**src/rtl/fbsp_fifo.sv**
```systemverilog
`default_nettype none
// small queue between front and back
module fbsp_fifo #(
	parameter int W = 8
) (
	input  wire logic clk,
	input  wire logic arst_n,
	input  wire logic wr,
	input  wire logic [W-1:0] wdata,
	input  wire logic rd,
	output logic [W-1:0] rdata,
	output logic nonempty,
	output logic [2:0] count
);
	logic [W-1:0] mem_q [4];
	logic [1:0] wp_q, rp_q;
	logic [2:0] cnt_q;
	always_ff @(posedge clk or negedge arst_n) begin
		if (!arst_n) begin
			wp_q <= '0;
			rp_q <= '0;
			cnt_q <= '0;
		end else begin
			if (wr) wp_q <= wp_q + 2'd1;
			if (rd) rp_q <= rp_q + 2'd1;
			cnt_q <= cnt_q + {2'd0, wr} - {2'd0, rd};
		end
	end
	always_ff @(posedge clk) if (wr) mem_q[wp_q] <= wdata;
	assign rdata = mem_q[rp_q];
	assign count = cnt_q;
	assign nonempty = cnt_q != 3'd0;
endmodule
`default_nettype wire

```
**config.mk**
```make
export PLATFORM = sky130hd
export DESIGN_NAME = fbsp_fifo
export DESIGN_NICKNAME = d
export VERILOG_FILES = /design/src/rtl/fbsp_fifo.sv
export SDC_FILE = /design/constraint.sdc
export NUM_CORES = 1
export LEC_CHECK = 0
export ABC_AREA = 1
export BUFFER_PORTS_ARGS = -buffer_cell sky130_fd_sc_hd__buf_2
export CORE_ASPECT_RATIO = 1.75
export CORE_MARGIN = 2
export CORE_UTILIZATION = 60
export CTS_CLUSTER_SIZE = 10
export DETAILED_ROUTE_END_ITERATION = 10
export PLACE_DENSITY = 0.83
export RECOVER_POWER = 25
export SETUP_SLACK_MARGIN = 0.05
export SLEW_MARGIN = 30
export SYNTH_ARGS = -nofsm -noshare
export SYNTH_HDL_FRONTEND = slang
export SYNTH_SLANG_ARGS = --single-unit
```
**constraint.sdc**
```tcl
create_clock -name clk -period 3.5 [get_ports clk]
set_clock_uncertainty 0.15 [all_clocks]
set_input_delay 0.35 -clock clk [delete_from_list [all_inputs] [get_ports clk]]
set_output_delay 0.35 -clock clk [all_outputs]
set_load 0.01 [all_outputs]
```
==> summary.log <==
INFO  run_status     run_status=completed
INFO  clock_network  numCtsBuffers=5
INFO  synthesis      synth.cells.most_frequent=43 x sky130_fd_sc_hd__inv_1, 43 x sky130_fd_sc_hd__nand2_1, 32 x sky130_fd_sc_hd__edfxtp_1
INFO  synthesis      ys.flop_type=sky130_fd_sc_hd__edfxtp_1
INFO  die            core-area=2900squm
INFO  clock_network  worst_setup_hold_path_clk_slew=0.08ns
INFO  clock_network  cts.root.buffer_cell=sky130_fd_sc_hd__clkbuf_8
INFO  synthesis      yosys_register_bits=39
INFO  critical_path  criticalPathCategory=reg2out
INFO  die            dieWidth=45.4um
INFO  power_and_ir_drop peak_vdd_ir=797uV
INFO  routing        routed_wire_length_per_instance=14.0um
INFO  routing        drt-pass1-iter-count=4
INFO  place          routabilityCongestion=0.685
INFO  synthesis      synth.top_cells.by_area=sky130_fd_sc_hd__edfxtp_1 53%, sky130_fd_sc_hd__dfrtp_1 9.7%, sky130_fd_sc_hd__inv_1 9.0%
INFO  place          placement.io_buffers=23
INFO  global_route   grt_first_pass_wirelength=5.17mm
INFO  critical_path  timing.critical_path.to_type=output pin
INFO  cells_and_area layout.nets=215
INFO  clock_network  cts_htree_levels=2
INFO  die            std_cell_rows=26
INFO  critical_path  worstRegToRegCells=7
INFO  global_route   vias_in_the_first_global_route=1188
INFO  synthesis      seq_area_frac_synth=63.2%
INFO  timing         worst_slew_pin_slew=0.673ns
INFO  routing        routed_wirelength=3.15mm
INFO  clock_network  postCtsResizedCells=0
INFO  global_route   number_of_antenna_violations_at_the_first_check_in_global_routing=0
INFO  routing        via_per_inst=5.08
INFO  critical_path  setup.worst_path.start_class=flip-flop
INFO  power_and_ir_drop power_density=824nW/um^2
INFO  die            die_h=76.4um
INFO  clock_network  cts-root-to-sink-buffers=2
INFO  critical_path  critPathLaunch=rp_q[0]
INFO  critical_path  timing.critical_path.required=3.00ns
INFO  timing         layout_min_cycle_time=2.13ns
INFO  timing         timing.final.crit_share=60.8%
INFO  timing         max_slew_violation_count=0
INFO  die            starting_utilization_of_the_core_area=62.1%
INFO  die            dieArea=3470squm
INFO  die            io_pins=24
INFO  routing        detail-route-antenna-nets=0
INFO  cells_and_area drive_above_1_share=16.2%
INFO  synthesis      yosys.cell_types.count=17
INFO  routing        drt_iter0_markers=39
INFO  global_route   grt_use_total=20.9%
INFO  timing         setup_violations=0
INFO  critical_path  timing.reg2reg.setup_slack=1.72ns
INFO  clock_network  clock_latency=0.29ns
INFO  routing        route.detailed.drc=0
INFO  synthesis      syn_area=1800squm
INFO  routing        detailroute.via_count=1144
INFO  timing         report.final.hold_viol_count=0
INFO  synthesis      netlist.area_leader.share=53.4%
INFO  synthesis      yosysWarnings=0
INFO  critical_path  reg2reg_from=count[0]
INFO  synthesis      post_synth.cell_area_avg=10.6squm
INFO  synthesis      synth_largest_area_cell=sky130_fd_sc_hd__edfxtp_1
INFO  synthesis      mappedNetlistNets=189
INFO  timing         max_slew_margin=55.1%
INFO  critical_path  cp-endpoint=rdata[0]
INFO  global_route   globalRoute.totalOverflow=0
INFO  timing         rsz0062_at_grt=no
INFO  timing         fin_worst_hold_slack=0.141ns
INFO  synthesis      postSynthCellCount=170
INFO  timing         fmax=470MHz
INFO  synthesis      synth_edf_count=32
INFO  critical_path  rr_endpoint=count[2]
INFO  clock_network  tritoncts_num_sinks=39
INFO  cells_and_area area_growth_syn_to_layout=11.4%
INFO  critical_path  worst-path-max-fanout=19
INFO  min_path       hold_path.class=in2reg
INFO  place          detailedPlacementHpwl=2.22mm
INFO  cells_and_area number_of_antenna_diodes=0
INFO  timing         tns=0ns
INFO  job            cap_viol_max_count=0
INFO  clock_network  clock_tree_from_tritoncts=yes
INFO  synthesis      synth_async_reset_ratio=17.9%
INFO  global_route   largest_net_degree_at_the_start_of_global_routing=20
INFO  cells_and_area fillerInstances=206
INFO  power_and_ir_drop power.leakage=0.986nW
INFO  critical_path  critPathArrivalTime=1.63ns
[per-stage QoR]
| step | utilization [%] | cell area, sq um | cells | worst slack [ns] | power, mW |
|---|---|---|---|---|---|
| floorplan | - | 1800 | 170 | 1.82 | 1.14 |
| global placement | 65.5 | 1900 | 216 | 1.71 | 1.25 |
| detailed placement | 65.5 | 1900 | 216 | 1.67 | 1.31 |
| CTS | 69.5 | 2010 | 225 | 1.36 | 1.67 |
| global route | 69.2 | 2000 | 225 | 1.19 | 1.77 |
| finish | 69.2 | 2000 | 225 | 1.37 | 1.65 |
[where the power goes]
group	switching (mW)	internal (mW)	leakage [nW]
combinational	0.357	0.213	0.558
sequential	0.0999	0.623	0.376
clock	0.144	0.213	0.0524
[cell usage in the layout (no fill, tap or decap), drive strengths merged]
cell type	count
nand3	18
edfxtp	32
buf	16
o21ai	1
xor2	3
clkbuf	14
nand2	51
bufinv	1
nand3b	1
dfrtp	7
inv	45
fa	1
ha	6
dlygate4sd3	1
[cell families after synthesis]
group                      count (synthesis)  share of synthesized area, %
DFF                                       39                          63.2
buffers and inverters                     50                          12.6
adders and majority gates                  7                          5.29
AOI/OAI and AO/OA                          1                         0.278
xor gates and xnor gates                   3                          1.46
and+or+nand+nor                           70                          17.2
[flip-flops by register name, summed over array words and instances (netlist names)]
register / flops
wp_q: 2
mem_q: 32
rp_q: 2
count: 3
[area by class of cell]
class | instances | area [sq um] | share of cell area (%)
Clock buffer | 7 | 76.3 | 3.81
Clock inverter | 1 | 30.0 | 1.50
Inverter | 45 | 174 | 8.68
Multi-Input combinational cell | 81 | 435 | 21.7
Sequential cell | 39 | 1140 | 56.7
Tap cell | 28 | 35.0 | 1.75
Timing Repair Buffer | 24 | 116 | 5.81
[per-layer routing]
layer | track usage (%) | share of wire [%] | vias up
met2 | 36.6 | 57 | 31
li1 | - | - | 570
met1 | 22.0 | 37 | 537
met4 | 8.24 | 1.8 | 0
met5 | 0 | 0 | -
met3 | 5.92 | 3.9 | 6
[critical path, stage by stage, from the launching register on]
cell and delay, ns:
sky130_fd_sc_hd__dfrtp_1 0.78, sky130_fd_sc_hd__inv_6 0.18, sky130_fd_sc_hd__nand2_1 0.10, sky130_fd_sc_hd__nand3_1 0.07, sky130_fd_sc_hd__nand2_1 0.08, sky130_fd_sc_hd__buf_2 0.12
[timing repair]
action	4_1_cts	5_1_grt
hold endpoints to repair	7	0
hold buffers	1	0
setup buffers	0	0
[worst min path at each step]
stage / from / endpoint / cells past startpoint
after floorplan: arst_n / count[0] / 0
after global placement: arst_n / wp_q[0] / 1
after detailed placement: arst_n / wp_q[1] / 1
after CTS: wdata[6] / mem_q[2][6] / 1
after global routing: rd / rp_q[0] / 2
final: rd / rp_q[0] / 2
Power figures use the tool's default switching activity.
