[src/rtl/fbsp_pkg.sv]
`default_nettype none
package fbsp_pkg;
	localparam int MIN_FFT_LOG2 = 6;
	localparam int MAX_FFT_LOG2 = 14;
	localparam logic [14:0] FREQ_MIN = 15'd20;
	localparam logic [14:0] FREQ_MAX = 15'd20000;
	localparam logic [23:0] AMP_MAX = 24'hFFFFFF;
	localparam logic [31:0] AMP_SCALE = 32'd1273501707;
	localparam int AMP_SHIFT = 21;
	localparam logic [8:0] DEG_FULL = 9'd360;

	localparam logic [1:0] REG_RATE = 2'd0;
	localparam logic [1:0] REG_FFT_LOG2 = 2'd1;
	localparam logic [1:0] REG_START = 2'd2;

	function automatic logic [31:0] atan_lut(input logic [4:0] i);
		logic [31:0] r;
		begin
			case (i)
				5'd0: r = 32'd536870912;
				5'd1: r = 32'd316933406;
				5'd2: r = 32'd167458907;
				5'd3: r = 32'd85004756;
				5'd4: r = 32'd42667331;
				5'd5: r = 32'd21354465;
				5'd6: r = 32'd10679838;
				5'd7: r = 32'd5340245;
				5'd8: r = 32'd2670163;
				5'd9: r = 32'd1335087;
				5'd10: r = 32'd667544;
				5'd11: r = 32'd333772;
				5'd12: r = 32'd166886;
				5'd13: r = 32'd83443;
				5'd14: r = 32'd41722;
				5'd15: r = 32'd20861;
				5'd16: r = 32'd10430;
				5'd17: r = 32'd5215;
				5'd18: r = 32'd2608;
				5'd19: r = 32'd1304;
				5'd20: r = 32'd652;
				5'd21: r = 32'd326;
				5'd22: r = 32'd163;
				5'd23: r = 32'd81;
				5'd24: r = 32'd41;
				5'd25: r = 32'd20;
				5'd26: r = 32'd10;
				5'd27: r = 32'd5;
				5'd28: r = 32'd3;
				5'd29: r = 32'd1;
				5'd30: r = 32'd1;
				default: r = 32'd0;
			endcase
			return r;
		end
	endfunction

	// front result handed to the back end
	typedef struct packed {
		logic signed [33:0] x;
		logic signed [33:0] y;
		logic [31:0] ang;
		logic [14:0] freq;
		logic [12:0] bin;
		logic [31:0] start;
		logic [14:0] wlen;
	} front_word_t;
endpackage
`default_nettype wire

[src/rtl/fbsp_front.sv]
`default_nettype none
// bin range check, frequency, pre-rotation; two stages
module fbsp_front (
	input  wire logic clk,
	input  wire logic arst_n,
	input  wire logic en,
	input  wire logic in_valid,
	input  wire logic [13:0] bin_index,
	input  wire logic signed [31:0] real_part,
	input  wire logic signed [31:0] imag_part,
	input  wire logic [17:0] rate_hz,
	input  wire logic [3:0] fft_log2,
	input  wire logic [31:0] start_sample,
	output logic out_valid,
	output fbsp_pkg::front_word_t out_word
);
	logic [3:0] lg;
	logic in_rng;
	logic v_s1;
	logic [31:0] prod_s1;
	logic [3:0] lg_s1;
	logic [13:0] bin_s1;
	logic signed [33:0] x_s1, y_s1;
	logic neg_s1;
	logic [31:0] start_s1;
	logic [31:0] fr;

	always_comb begin
		lg = fft_log2;
		if (fft_log2 < 4'(fbsp_pkg::MIN_FFT_LOG2)) lg = 4'(fbsp_pkg::MIN_FFT_LOG2);
		if (fft_log2 > 4'(fbsp_pkg::MAX_FFT_LOG2)) lg = 4'(fbsp_pkg::MAX_FFT_LOG2);
		in_rng = (bin_index != 14'd0) && ({18'd0, bin_index} < (32'd1 << (lg - 4'd1)));
	end

	always_ff @(posedge clk or negedge arst_n) begin
		if (!arst_n) begin
			v_s1 <= 1'b0;
			out_valid <= 1'b0;
		end else if (en) begin
			v_s1 <= in_valid && in_rng;
			out_valid <= v_s1 && (fr >= 32'(fbsp_pkg::FREQ_MIN))
				&& (fr <= 32'(fbsp_pkg::FREQ_MAX));
		end
	end

	assign fr = prod_s1 >> lg_s1;

	always_ff @(posedge clk) begin
		if (en) begin
			prod_s1 <= {18'd0, bin_index} * {14'd0, rate_hz};
			lg_s1 <= lg;
			bin_s1 <= bin_index;
			x_s1 <= 34'(real_part);
			y_s1 <= 34'(imag_part);
			neg_s1 <= real_part[31];
			start_s1 <= start_sample;
			out_word.x <= neg_s1 ? -x_s1 : x_s1;
			out_word.y <= neg_s1 ? -y_s1 : y_s1;
			out_word.ang <= neg_s1 ? 32'h8000_0000 : 32'd0;
			out_word.freq <= fr[14:0];
			out_word.bin <= bin_s1[12:0];
			out_word.start <= start_s1;
			out_word.wlen <= 15'(32'd1 << lg_s1);
		end
	end
endmodule
`default_nettype wire

[config.mk]
export PLATFORM = sky130hd
export DESIGN_NAME = fbsp_front
export DESIGN_NICKNAME = d
export VERILOG_FILES = /design/src/rtl/fbsp_pkg.sv /design/src/rtl/fbsp_front.sv
export SDC_FILE = /design/constraint.sdc
export NUM_CORES = 1
export LEC_CHECK = 0
export ABC_AREA = 1
export BUFFER_PORTS_ARGS = -buffer_cell sky130_fd_sc_hd__buf_2
export CAP_MARGIN = 25
export CORE_MARGIN = 3
export CORE_UTILIZATION = 45
export DETAILED_ROUTE_END_ITERATION = 8
export PLACE_DENSITY = 0.65
export SYNTH_ARGS = -nofsm -noshare
export SYNTH_HDL_FRONTEND = slang
export SYNTH_SLANG_ARGS = --single-unit
export TNS_END_PERCENT = 10
[constraint.sdc]
create_clock -name clk -period 5.48 [get_ports clk]
set_input_delay 0.274 -clock clk [delete_from_list [all_inputs] [get_ports clk]]
set_output_delay 0.274 -clock clk [all_outputs]
set_load 0.005 [all_outputs]
==> results.json <==
{
  "status": "completed",
  "holdCritPathClass": "in -> async",
  "timing.final.crit_period_ns": 5.12,
  "post-synth-top-area-fraction": 0.411,
  "finish.utilization": 0.560,
  "grt_max_degree": 120,
  "nNetsFinal": 3036,
  "cts.sinks": 291,
  "timing.max_cap.violations": 0,
  "cts_buffers": 30,
  "totalNegativeSetupSlack_ns": 0,
  "finalWeightedCongestion": 0.921,
  "die_y_um": 223,
  "finalClockSkew_ns": 0.00874,
  "drt_drc_violations_left": 0,
  "cts_post_setup_buffers_inserted": 0,
  "postSynth.asyncResetShare": 0.00687,
  "mappedNetlistArea_um2": 21100,
  "number_of_enable_type_register_cells_in_the_synthesized_netlist": 289,
  "criticalPathCategory": "in -> reg",
  "worst_skew_pair.late_latency_ns": 0.56,
  "drt-total-wl_um": 52400,
  "multi_input_comb_area_um2": 10400,
  "area_delta_synth_final_pct": 21.6,
  "post_cts_resized": 0,
  "largest_voltage_drop_on_the_vdd_net_mv": 0.664,
  "synthMostInstantiatedCell": "nand2_1",
  "routed_wire_length_per_instance_um": 16.2,
  "fraction_of_the_yosys_area_taken_by_sequential_cells": 0.413,
  "report.final.hold_viol_count": 0,
  "ratio_of_final_minimum_period_to_clock_period": 0.934,
  "r2r_slack_ns": 2.70,
  "power_per_cell_area_nw_per_um2": 550,
  "cts_hold_buf": 98,
  "postSynth.topFlopCell": "edfxtp_1",
  "rows": 78,
  "hold-worst-slack_ns": 0.0310,
  "total_leakage_power_uw": 0.0128,
  "yosysUniqueCellTypes": 52,
  "critical_path.endpoint_type": "flop",
  "rsz_0062_raised_after_global_routing": "no",
  "max_freq_mhz": 195,
  "max-slew-margin-rel": 0.338,
  "syn_inst": 2150,
  "first_pass_grt_wire_length_um": 85000,
  "final_max_slew_viol_count": 0,
  "placed_area_um2": 23700,
  "critPathArrivalTime_ns": 5.43,
  "port_buffers": 280,
  "fin_area_um2": 25700,
  "drt_iter0_drc": 1271,
  "grt_total_ovfl": 0,
  "n_fill_cell": 4022,
  "area.sequential_um2": 8730,
  "start_util": 0.461,
  "number_of_detailed_routing_iterations_run_before_antenna_repair": 6,
  "final_antenna_net_count": 0,
  "cp_max_fo": 8,
  "total_power_uw": 14100,
  "number_of_top_level_pins": 312,
  "track_usage": 0.212,
  "die_x_um": 223,
  "grt_pass1_vias": 16400,
  "drive_above_1_share": 0.192,
  "grt_antenna_before_repair": 4,
  "vias": 16000,
  "synthDominantAreaCellType": "edfxtp_1",
  "post_synth_most_frequent_cells": "nand2_1 (518), inv_1 (395), edfxtp_1 (289)",
  "worst-r2r-cell-count": 5,
  "die_area_um2": 49600,
  "clk_path_buf_depth": 3,
  "h_tree_depth": 1,
  "yosys-top-cells-area": "edfxtp_1 (41%), fa_1 (18%), nand2_1 (9.2%)",
  "ys_seq_elements": 291,
  "detailedPlacementHpwl_um": 41800,
  "kind_of_start_point_of_the_critical_path": "input port",
  "core_area_um2": 45900,
  "tightestPinTransition_ns": 0.992,
  "worst-endpoint-required_ns": 5.79,
  "clockRootBuffer": "clkbuf_16",
  "via_per_inst": 4.96,
  "synth_area_per_cell_um2": 9.83,
  "cts_tree": "built",
  "setup_viol": 0,
  "ys.warnings.count": 0,
  "clkSlewWorstSetupHoldPaths_ns": 0.07
}
logic make-up (layout without fill, tap and decap cells):
family,after synthesis,count (layout),share of synthesized area
AO/OA/AOI/OAI,127,127,0.0344
XOR/XNOR,89,89,0.0369
adder cells (fa/ha/maj),300,300,0.245
buffers and inverters,513,951,0.101
flip-flops,291,291,0.413
other,2,41,0.000355
AND/OR/NAND/NOR,828,828,0.170
final timing paths:
| path | start | end |
|---|---|---|
| setup / recovery | rate_hz[6] | prod_s1[28] |
| hold / removal | arst_n | out_valid |
| setup reg to reg | x_s1[31] | out_word[167] |
| hold reg to reg | bin_s1[8] | out_word[55] |
| max in group asynchronous | arst_n | v_s1 |
| min in group clk | fft_log2[1] | lg_s1[1] |
report_power, final:
part           total (uW)  internal [uW]  switching (uW)
Combinational        8770           3910            4870
Clock                2060           1230             835
Sequential           3300           3140             160
Total               14100           8270            5860
sequential cells by signal, summed over array words and instances, names as in the netlist:
| signal | cells |
|---|---|
| out_word | 144 |
| x_s1 | 32 |
| start_s1 | 32 |
| v_s1 | 1 |
| bin_s1 | 13 |
| prod_s1 | 32 |
| y_s1 | 32 |
| lg_s1 | 4 |
| out_valid | 1 |
worst max-delay path, cell delays in order:
cell	delay, ns
buf_2	0.26
buf_12	0.15
nand2_1	0.07
fa_1	0.55
inv_1	0.05
fa_1	0.48
fa_1	0.52
fa_1	0.51
fa_1	0.54
inv_1	0.05
fa_1	0.52
inv_1	0.04
ha_1	0.33
nand2_1	0.07
inv_1	0.09
nand3_1	0.10
nor2_1	0.17
nand4_1	0.12
o2111ai_1	0.21
a21oi_1	0.14
xor2_1	0.17
routing by layer:
metal / track usage / vias up / wire length, um
met5: 0 / - / 13
met4: 0.0560 / 2 / 1340
met3: 0.0349 / 104 / 3830
met2: 0.368 / 530 / 25500
met1: 0.276 / 7758 / 21700
li1: - / 7610 / -
cell type report:
cell class / count / area share
Antenna cell: 4 / 0.000389
Clock buffer: 37 / 0.0311
Clock inverter: 18 / 0.00828
Inverter: 409 / 0.0600
Multi-Input combinational cell: 1381 / 0.405
Sequential cell: 291 / 0.340
Tap cell: 600 / 0.0292
Timing Repair Buffer: 487 / 0.126
placed cells by master (no fill, tap or decap), drive strengths merged, types with 4 or more instances in the layout:
cell and count:
a21o 7, a21oi 57, a31oi 6, buf 389, bufinv 4, clkbuf 37, clkinv 8, clkinvlp 4
conb 37, diode 4, dlygate4sd3 98, edfxtp 289, fa 189, ha 111, inv 411, nand2 541
nand3 139, nand4 11, nor2 104, nor3 18, nor4 9, o21ai 37, o21bai 4, o31ai 4
or2 4, xnor2 29, xor2 60
metrics by stage:
| stage | cells | worst slack (ns) |
|---|---|---|
| finish | 3227 | 0.361 |
| global route | 3226 | 0.0270 |
| CTS | 3223 | 0.373 |
| detailed placement | 3070 | -0.225 |
| global placement | 3070 | -0.122 |
| floorplan | 2185 | 0.00345 |
(Power assumes the default switching activity.)
